$ cat src/sv/bba_pkg.sv
// ---------------------------------------------------------------------------
// Bounding box accumulator package
// Shared widths, the box type, the back-end state type and the queue status
// struct.
// ---------------------------------------------------------------------------
package bba_pkg;

  localparam int COORD_BITS  = 16;
  localparam int SQ_BITS     = 2 * COORD_BITS;
  localparam int SUM_BITS    = SQ_BITS + 2;
  localparam int REM_BITS    = COORD_BITS + 2;
  localparam int CNT_BITS    = $clog2(COORD_BITS);
  localparam int IN_TDATA_W  = ((3 * COORD_BITS + 7) / 8) * 8;
  localparam int OUT_TDATA_W = ((7 * COORD_BITS + 7) / 8) * 8;

  // The queue depth must be a power of two so that the pointers wrap freely.
  localparam int FIFO_DEPTH  = 2;
  localparam int FIFO_PTR_W  = $clog2(FIFO_DEPTH);
  localparam int FIFO_CNT_W  = $clog2(FIFO_DEPTH + 1);

  typedef logic signed [COORD_BITS-1:0] coord_t;
  typedef logic        [COORD_BITS-1:0] extent_t;

  typedef struct packed {
    coord_t max_z;
    coord_t max_y;
    coord_t max_x;
    coord_t min_z;
    coord_t min_y;
    coord_t min_x;
  } box_t;

  typedef struct packed {
    logic full;
    logic empty;
  } fifo_stat_t;

  typedef enum logic [2:0] {
    BK_IDLE,
    BK_SQUARE,
    BK_SUM,
    BK_ROOT,
    BK_OUT
  } back_state_e;

endpackage

$ cat src/sv/bounding_box_accumulator_top.sv
// Throughput: one vertex per cycle while the box queue is not full; the
// radius unit works on one mesh at a time with its bit-serial square root,
// and a two-entry box queue lets vertex intake run on while it works.
// Reset: asynchronous, active low; the next vertex after reset seeds a box.
// ---------------------------------------------------------------------------
// Bounding box accumulator
// Running per-axis minimum and maximum over a vertex stream, with a bounding
// sphere radius emitted for each mesh once its last vertex is taken.
// ---------------------------------------------------------------------------
module bounding_box_accumulator_top (
  input  logic                             clk_i,
  input  logic                             rst_ni,
  input  logic                             s_axis_tvalid,
  output logic                             s_axis_tready,
  input  logic [bba_pkg::IN_TDATA_W-1:0]   s_axis_tdata,   // coord_x, coord_y, coord_z
  input  logic                             s_axis_tlast,   // last_vertex
  output logic                             m_axis_tvalid,
  input  logic                             m_axis_tready,
  // min_x, min_y, min_z, max_x, max_y, max_z, sphere_radius
  output logic [bba_pkg::OUT_TDATA_W-1:0]  m_axis_tdata
);

  bba_pkg::fifo_stat_t fifo_stat;
  bba_pkg::box_t       push_box, pop_box;
  logic                push, pop;

  bba_front u_front (
    .clk_i         (clk_i),
    .rst_ni        (rst_ni),
    .s_axis_tvalid (s_axis_tvalid),
    .s_axis_tready (s_axis_tready),
    .s_axis_tdata  (s_axis_tdata),
    .s_axis_tlast  (s_axis_tlast),
    .fifo_stat_i   (fifo_stat),
    .push_o        (push),
    .box_o         (push_box)
  );

  bba_fifo u_fifo (
    .clk_i  (clk_i),
    .rst_ni (rst_ni),
    .push_i (push),
    .box_i  (push_box),
    .pop_i  (pop),
    .box_o  (pop_box),
    .stat_o (fifo_stat)
  );

  bba_back u_back (
    .clk_i         (clk_i),
    .rst_ni        (rst_ni),
    .box_i         (pop_box),
    .fifo_stat_i   (fifo_stat),
    .pop_o         (pop),
    .m_axis_tvalid (m_axis_tvalid),
    .m_axis_tready (m_axis_tready),
    .m_axis_tdata  (m_axis_tdata)
  );

endmodule

$ cat src/sv/bba_front.sv
// ---------------------------------------------------------------------------
// Bounding box front end
// Takes one vertex per cycle while the queue is not full, widens the running
// box and hands the finished box of a mesh to the queue on its last vertex.
// ---------------------------------------------------------------------------
module bba_front (
  input  logic                             clk_i,
  input  logic                             rst_ni,
  input  logic                             s_axis_tvalid,
  output logic                             s_axis_tready,
  input  logic [bba_pkg::IN_TDATA_W-1:0]   s_axis_tdata,   // coord_x, coord_y, coord_z
  input  logic                             s_axis_tlast,   // last_vertex
  input  bba_pkg::fifo_stat_t              fifo_stat_i,
  output logic                             push_o,
  output bba_pkg::box_t                    box_o
);

  bba_pkg::box_t   box_q, box_d;
  logic            awaiting_q;
  logic            accept;
  bba_pkg::coord_t x, y, z;

  assign x = s_axis_tdata[bba_pkg::COORD_BITS-1:0];
  assign y = s_axis_tdata[2*bba_pkg::COORD_BITS-1:bba_pkg::COORD_BITS];
  assign z = s_axis_tdata[3*bba_pkg::COORD_BITS-1:2*bba_pkg::COORD_BITS];

  assign s_axis_tready = ~fifo_stat_i.full;
  assign accept        = s_axis_tvalid & s_axis_tready;

  always_comb begin
    if (awaiting_q) begin
      box_d.min_x = x;
      box_d.min_y = y;
      box_d.min_z = z;
      box_d.max_x = x;
      box_d.max_y = y;
      box_d.max_z = z;
    end else begin
      box_d.min_x = (x < box_q.min_x) ? x : box_q.min_x;
      box_d.min_y = (y < box_q.min_y) ? y : box_q.min_y;
      box_d.min_z = (z < box_q.min_z) ? z : box_q.min_z;
      box_d.max_x = (x > box_q.max_x) ? x : box_q.max_x;
      box_d.max_y = (y > box_q.max_y) ? y : box_q.max_y;
      box_d.max_z = (z > box_q.max_z) ? z : box_q.max_z;
    end
  end

  assign push_o = accept & s_axis_tlast;
  assign box_o  = box_d;

  always_ff @(posedge clk_i or negedge rst_ni) begin
    if (!rst_ni) begin
      box_q      <= '0;
      awaiting_q <= 1'b1;
    end else if (accept) begin
      box_q      <= box_d;
      awaiting_q <= s_axis_tlast;
    end
  end

endmodule

$ cat src/sv/bba_fifo.sv
// ---------------------------------------------------------------------------
// Bounding box queue
// Short first-in first-out store of finished boxes between the front end
// and the radius back end.
// ---------------------------------------------------------------------------
module bba_fifo (
  input  logic                 clk_i,
  input  logic                 rst_ni,
  input  logic                 push_i,
  input  bba_pkg::box_t        box_i,
  input  logic                 pop_i,
  output bba_pkg::box_t        box_o,
  output bba_pkg::fifo_stat_t  stat_o
);

  bba_pkg::box_t                   mem_q [bba_pkg::FIFO_DEPTH];
  logic [bba_pkg::FIFO_PTR_W-1:0]  wr_ptr_q, rd_ptr_q;
  logic [bba_pkg::FIFO_CNT_W-1:0]  count_q;
  logic                            do_push, do_pop;

  assign stat_o.full  = (count_q == bba_pkg::FIFO_CNT_W'(bba_pkg::FIFO_DEPTH));
  assign stat_o.empty = (count_q == '0);
  assign do_push      = push_i & ~stat_o.full;
  assign do_pop       = pop_i & ~stat_o.empty;
  assign box_o        = mem_q[rd_ptr_q];

  always_ff @(posedge clk_i) begin
    if (do_push) begin
      mem_q[wr_ptr_q] <= box_i;
    end
  end

  always_ff @(posedge clk_i or negedge rst_ni) begin
    if (!rst_ni) begin
      wr_ptr_q <= '0;
      rd_ptr_q <= '0;
      count_q  <= '0;
    end else begin
      if (do_push) begin
        wr_ptr_q <= wr_ptr_q + 1'b1;
      end
      if (do_pop) begin
        rd_ptr_q <= rd_ptr_q + 1'b1;
      end
      if (do_push && !do_pop) begin
        count_q <= count_q + 1'b1;
      end else if (do_pop && !do_push) begin
        count_q <= count_q - 1'b1;
      end
    end
  end

endmodule

$ cat src/sv/bba_back.sv
// ---------------------------------------------------------------------------
// Bounding box back end
// Squares the box extents, sums them and takes the integer square root of a
// quarter of the sum one result bit per cycle, then holds the result request.
// ---------------------------------------------------------------------------
module bba_back (
  input  logic                             clk_i,
  input  logic                             rst_ni,
  input  bba_pkg::box_t                    box_i,
  input  bba_pkg::fifo_stat_t              fifo_stat_i,
  output logic                             pop_o,
  output logic                             m_axis_tvalid,
  input  logic                             m_axis_tready,
  // min_x, min_y, min_z, max_x, max_y, max_z, sphere_radius
  output logic [bba_pkg::OUT_TDATA_W-1:0]  m_axis_tdata
);

  bba_pkg::back_state_e            state_q, state_d;
  bba_pkg::box_t                   box_q;
  bba_pkg::extent_t                ext_x_q, ext_y_q, ext_z_q;
  logic [bba_pkg::SQ_BITS-1:0]     sq_x_q, sq_y_q, sq_z_q;
  logic [bba_pkg::SQ_BITS-1:0]     rad_q;
  logic [bba_pkg::REM_BITS-1:0]    rem_q;
  logic [bba_pkg::COORD_BITS-1:0]  root_q;
  logic [bba_pkg::CNT_BITS-1:0]    cnt_q;

  logic [bba_pkg::COORD_BITS:0]    diff_x, diff_y, diff_z;
  logic [bba_pkg::SUM_BITS-1:0]    sum;
  logic [bba_pkg::REM_BITS-1:0]    rem_sh, trial;
  logic                            fits;

  // Extents are never negative and always fit in COORD_BITS unsigned bits.
  assign diff_x = {box_i.max_x[bba_pkg::COORD_BITS-1], box_i.max_x}
                - {box_i.min_x[bba_pkg::COORD_BITS-1], box_i.min_x};
  assign diff_y = {box_i.max_y[bba_pkg::COORD_BITS-1], box_i.max_y}
                - {box_i.min_y[bba_pkg::COORD_BITS-1], box_i.min_y};
  assign diff_z = {box_i.max_z[bba_pkg::COORD_BITS-1], box_i.max_z}
                - {box_i.min_z[bba_pkg::COORD_BITS-1], box_i.min_z};

  assign sum = bba_pkg::SUM_BITS'(sq_x_q) + bba_pkg::SUM_BITS'(sq_y_q)
             + bba_pkg::SUM_BITS'(sq_z_q);

  // One step of the restoring square root: the remainder stays below
  // two to the power COORD_BITS before the shift, so its top bits are spare.
  assign rem_sh = {rem_q[bba_pkg::REM_BITS-3:0], rad_q[bba_pkg::SQ_BITS-1 -: 2]};
  assign trial  = {root_q, 2'b01};
  assign fits   = (rem_sh >= trial);

  always_comb begin
    state_d = state_q;
    pop_o   = 1'b0;
    unique case (state_q)
      bba_pkg::BK_IDLE: begin
        if (!fifo_stat_i.empty) begin
          pop_o   = 1'b1;
          state_d = bba_pkg::BK_SQUARE;
        end
      end
      bba_pkg::BK_SQUARE: state_d = bba_pkg::BK_SUM;
      bba_pkg::BK_SUM:    state_d = bba_pkg::BK_ROOT;
      bba_pkg::BK_ROOT: begin
        if (cnt_q == '0) begin
          state_d = bba_pkg::BK_OUT;
        end
      end
      bba_pkg::BK_OUT: begin
        if (m_axis_tready) begin
          state_d = bba_pkg::BK_IDLE;
        end
      end
      default: state_d = bba_pkg::BK_IDLE;
    endcase
  end

  always_ff @(posedge clk_i or negedge rst_ni) begin
    if (!rst_ni) begin
      state_q <= bba_pkg::BK_IDLE;
    end else begin
      state_q <= state_d;
    end
  end

  always_ff @(posedge clk_i) begin
    unique case (state_q)
      bba_pkg::BK_IDLE: begin
        if (pop_o) begin
          box_q   <= box_i;
          ext_x_q <= diff_x[bba_pkg::COORD_BITS-1:0];
          ext_y_q <= diff_y[bba_pkg::COORD_BITS-1:0];
          ext_z_q <= diff_z[bba_pkg::COORD_BITS-1:0];
        end
      end
      bba_pkg::BK_SQUARE: begin
        sq_x_q <= bba_pkg::SQ_BITS'(ext_x_q) * bba_pkg::SQ_BITS'(ext_x_q);
        sq_y_q <= bba_pkg::SQ_BITS'(ext_y_q) * bba_pkg::SQ_BITS'(ext_y_q);
        sq_z_q <= bba_pkg::SQ_BITS'(ext_z_q) * bba_pkg::SQ_BITS'(ext_z_q);
      end
      bba_pkg::BK_SUM: begin
        rad_q  <= sum[bba_pkg::SUM_BITS-1:2];
        rem_q  <= '0;
        root_q <= '0;
        cnt_q  <= bba_pkg::CNT_BITS'(bba_pkg::COORD_BITS - 1);
      end
      bba_pkg::BK_ROOT: begin
        rad_q  <= rad_q << 2;
        rem_q  <= fits ? (rem_sh - trial) : rem_sh;
        root_q <= {root_q[bba_pkg::COORD_BITS-2:0], fits};
        cnt_q  <= cnt_q - 1'b1;
      end
      bba_pkg::BK_OUT: ;
      default: ;
    endcase
  end

  assign m_axis_tvalid = (state_q == bba_pkg::BK_OUT);
  assign m_axis_tdata  = bba_pkg::OUT_TDATA_W'({root_q, box_q});

endmodule
$ cat config.mk
export PLATFORM = sky130hd
export DESIGN_NAME = bounding_box_accumulator_top
export DESIGN_NICKNAME = d
export VERILOG_FILES = /design/src/sv/bba_pkg.sv /design/src/sv/bounding_box_accumulator_top.sv /design/src/sv/bba_front.sv /design/src/sv/bba_fifo.sv /design/src/sv/bba_back.sv
export SDC_FILE = /design/constraint.sdc
export NUM_CORES = 2
export LEC_CHECK = 0
export BUFFER_PORTS_ARGS = -buffer_cell sky130_fd_sc_hd__buf_2
export CELL_PAD_IN_SITES_DETAIL_PLACEMENT = 1
export CELL_PAD_IN_SITES_GLOBAL_PLACEMENT = 1
export CORE_MARGIN = 5
export CORE_UTILIZATION = 29
export CTS_CLUSTER_SIZE = 10
export DETAILED_ROUTE_END_ITERATION = 10
export HOLD_SLACK_MARGIN = 0.1
export PLACE_DENSITY = 0.5
export SLEW_MARGIN = 25
export SYNTH_ARGS = -nofsm -noshare
export SYNTH_HDL_FRONTEND = slang
export SYNTH_HIERARCHICAL = 1
export SYNTH_SLANG_ARGS = --single-unit
export TNS_END_PERCENT = 10
$ cat constraint.sdc
create_clock -name clk_i -period 16.75 [get_ports clk_i]
set_clock_uncertainty 0.15 [all_clocks]
set_input_delay 2.5125 -clock clk_i [delete_from_list [all_inputs] [get_ports clk_i]]
set_output_delay 2.5125 -clock clk_i [all_outputs]
set_load 0.005 [all_outputs]
==> results by group <==
Critical path
  • Max Fanout on Critical Path: 17
  • CP max stage cell: edfxtp_1
  • Startpoint types: flip-flop
  • Worst-path cell chain: and2_1, inv_1, fa_1, inv_1, fa_1, inv_1, fa_1, inv_1, fa_1, fa_1, inv_1, fa_1, inv_1, ha_1, a21oi_1, o211ai_1, a21oi_1, nor2_1, a21o_1, a21oi_1, o21ai_1, mux2i_1, or4_1
  • CP Data Required Time: 17.01 ns
  • CP arrival: 7.28 ns
  • Reg2reg path depth: 23
  • CP Class: reg2reg
  • Critical Path Max Stage Delay: 0.80 ns
  • Crit path capture type: flip-flop

Logic synthesis
  • Yosys top cell area share: 0.289
  • Avg Synthesized Cell Area: 10.8 um2
  • Synthesized instance count: 4740
  • Top cells by area, synth: edfxtp_1 29%, fa_1 20%, ha_1 12%
  • Yosys top cell by area: edfxtp_1
  • Asr flop ratio synth: 0.174
  • Main synth FF type: edfxtp_1
  • Synthesized area: 51300 um2
  • Yosys reg bits: 598
  • Warnings from Yosys: 6
  • Unique masters post-synth: 94
  • Register area share after synthesis: 0.340
  • Number of synthesized flops with an enable pin: 494

Run
  • Maxcap violations: 0

Hold path
  • Hold crit path type: reg2reg
  • Worst hold stages: 1

Timing
  • Endpoints failing setup: 0
  • Setup TNS: 0 ns
  • Final cycle utilization of the critical path: 0.419
  • Fmax: 143 MHz
  • Final Hold Vio Count: 0
  • Hold WS: 0.335 ns
  • RSZ-0062 raised after global routing: no
  • Slew headroom: 0.321
  • Minimum clock period: 7.01 ns
  • Worst slew pin tran: 1.02 ns
  • Final worst setup slack: 9.74 ns
  • Pins Over Slew Limit: 0

Route
  • Uppermost layer routed: met5
  • DRT Pass-1 Iters: 5
  • Violation count after the first detailed-routing iteration: 1139
  • Met2 wire length: 66400 um
  • Routed wl met3: 3240 um
  • M1 wire length: 62100 um
  • Antenna Violating Nets Remaining: 0
  • Via count: 32900
  • DRC: 0
  • Final WL: 134000 um
  • Drt wl/cell: 18.5 um
  • Mean number of vias per cell: 4.53

CTS
  • Post-CTS setup buffers: 0
  • Clock tree buffer depth: 3
  • CTS clk-pin slew, worst paths: 0.05 ns
  • PostCTS Resize Cnt: 0
  • H-tree depth: 3
  • Worst-skew pair later-pin latency: 0.69 ns
  • CTS Hold Buffers Added: 0
  • Root Driver: clkbuf_16
  • Clk sinks: 598
  • Num CTS Buffers: 78
  • CTS tree: done

Placed design
  • DP HPWL: 105000 um
  • Gpl congestion: 0.774
  • Post-place setup slack: 9.68 ns
  • # port buffers: 166

Global routing
  • Total global-route track usage: 0.146
  • Pin count of the biggest net entering global routing: 72
  • Vias in the first global route: 36700
  • Total gr overflow: 0
  • Initial antenna violation count: 9
  • First-pass GRT wire length: 213000 um

Die
  • Core area: 176000 um2
  • Io pins: 167
  • DIE AREA: 185000 um2
  • Die H: 431 um
  • Standard-cell rows: 154
  • Starting density of the core: 0.291
  • Die Wd: 431 um

Power
  • Cell Pwr Density: 160 nW/um2
  • VDD IR-drop max: 0.0739 mV
  • Static leakage: 26.2 nW

Finish
  • Nets: 5941
  • Share of post-route cells with drive strength above 1: 0.107
  • Fin util: 0.324
  • Fillers: 19700
  • Synth-to-Final Area Change: 11.2%

Status
  • Status: completed
## flip-flops by register name, summed over array words and instances, names as in the netlist, 30 cells and up
name	cells
u_back/sq_x_q	30
u_back/rad_q	32
u_front/box_q	96
u_back/sq_y_q	30
u_fifo/mem_q	192
u_back/sq_z_q	30
u_back/m_axis_tdata	96
## critical path: cells and delay by family (launching register included)
kind / cells / cell delay [ns]
multiplexers: 1 / 0.14
buffers and inverters: 6 / 0.34
flip-flops: 1 / 0.80
adder cells (fa/ha/maj): 7 / 3.25
AND/OR/NAND/NOR: 3 / 0.89
AO/OA/AOI/OAI: 6 / 1.18
## cells by family after synthesis
logic type / after synthesis / share of synthesized area
buffers and inverters: 1077 / 0.0810
adders and majority gates: 1011 / 0.323
and+or+nand+nor: 992 / 0.0921
AOI/OAI and AO/OA: 671 / 0.0841
DFF: 598 / 0.340
muxes: 208 / 0.0493
xor gates and xnor gates: 182 / 0.0311
other: 1 / 0.0000731
## metal layers
metal | vias up | GRT usage
met1 | 16600 | 0.194
met2 | 281 | 0.253
met5 | - | 0
met4 | 6 | 0.0335
li1 | 15900 | -
met3 | 129 | 0.0186
## final cells by class
type                       count  area (um2)  share of cell area
multi-input combinational   3067       29800               0.522
sequential                   598       17400               0.306
inverter                     942        3540              0.0619
tap                         2340        2930              0.0513
clock buffer                 108        2080              0.0365
timing repair buffer         190        1040              0.0183
clock inverter                27         245             0.00430
antenna                        3        7.51            0.000132
## layout by cell type (no fill, tap or decap), types with 16 or more instances in the layout
| cell | count |
|---|---|
| mux2_1 | 24 |
| fa_1 | 520 |
| nand3_1 | 44 |
| a31oi_1 | 20 |
| inv_1 | 942 |
| nor2b_1 | 43 |
| nor2_1 | 186 |
| edfxtp_1 | 494 |
| and2_1 | 142 |
| ha_1 | 491 |
| nand2b_1 | 29 |
| nand2_1 | 392 |
| o211ai_1 | 16 |
| buf_2 | 165 |
| mux2_2 | 128 |
| a21o_1 | 85 |
| o21ai_0 | 142 |
| mux2_4 | 51 |
| o21a_1 | 23 |
| o22ai_1 | 32 |
| buf_4 | 21 |
| xor2_1 | 62 |
| o21bai_1 | 19 |
| dfrtp_1 | 102 |
| o21ai_1 | 18 |
| and3_1 | 22 |
| clkbuf_1 | 28 |
| xnor2_1 | 120 |
| nand4_1 | 35 |
| a21oi_1 | 194 |
| clkbuf_16 | 78 |
| nor3_1 | 34 |
## path summary, 6_finish.rpt
kind	from	to	slack (ns)
setup / recovery	u_back/ext_y_q[5]	u_back/sq_y_q[23]	9.74
hold / removal	u_front/box_q[21]	u_front/box_q[21]	0.33
setup reg to reg	u_back/ext_y_q[5]	u_back/sq_y_q[23]	9.74
hold reg to reg	u_front/box_q[21]	u_front/box_q[21]	0.33
max in group asynchronous	rst_ni	u_front/box_q[68]	13.17
min in group asynchronous	rst_ni	u_front/box_q[8]	1.63
## power by group
group	switching, mW	internal (mW)	leakage, nW
Combinational	3.01	2.08	19.3
Clock	0.677	0.889	1.12
Sequential	0.200	2.30	5.85
## per-stage QoR
stage	instance area, um2	total power, mW	cells
after floorplan	51300	6.25	4742
after global placement	54700	7.65	7134
after detailed placement	54700	7.71	7136
after CTS	57000	9.36	7271
after global routing	57100	10.0	7273
final	57100	9.15	7275
## cell usage after synthesis, types with 20 or more instances
| library cell | number |
|---|---|
| nand2b_1 | 29 |
| a31oi_1 | 20 |
| nand3_1 | 44 |
| and2_1 | 142 |
| nor2b_1 | 45 |
| mux2_1 | 24 |
| o22ai_1 | 32 |
| nor2_1 | 188 |
| buf_2 | 22 |
| clkbuf_1 | 100 |
| dfrtp_1 | 103 |
| mux2_2 | 128 |
| and3_1 | 23 |
| nand4_1 | 35 |
| o21ai_0 | 142 |
| inv_1 | 942 |
| xor2_1 | 62 |
| nand2_1 | 393 |
| fa_1 | 520 |
| xnor2_1 | 120 |
| nor3_1 | 34 |
| o21a_1 | 23 |
| mux2_4 | 51 |
| a21o_1 | 85 |
| a21oi_1 | 196 |
| ha_1 | 491 |
| edfxtp_1 | 494 |
No activity file was read; power rests on OpenSTA's default activity.
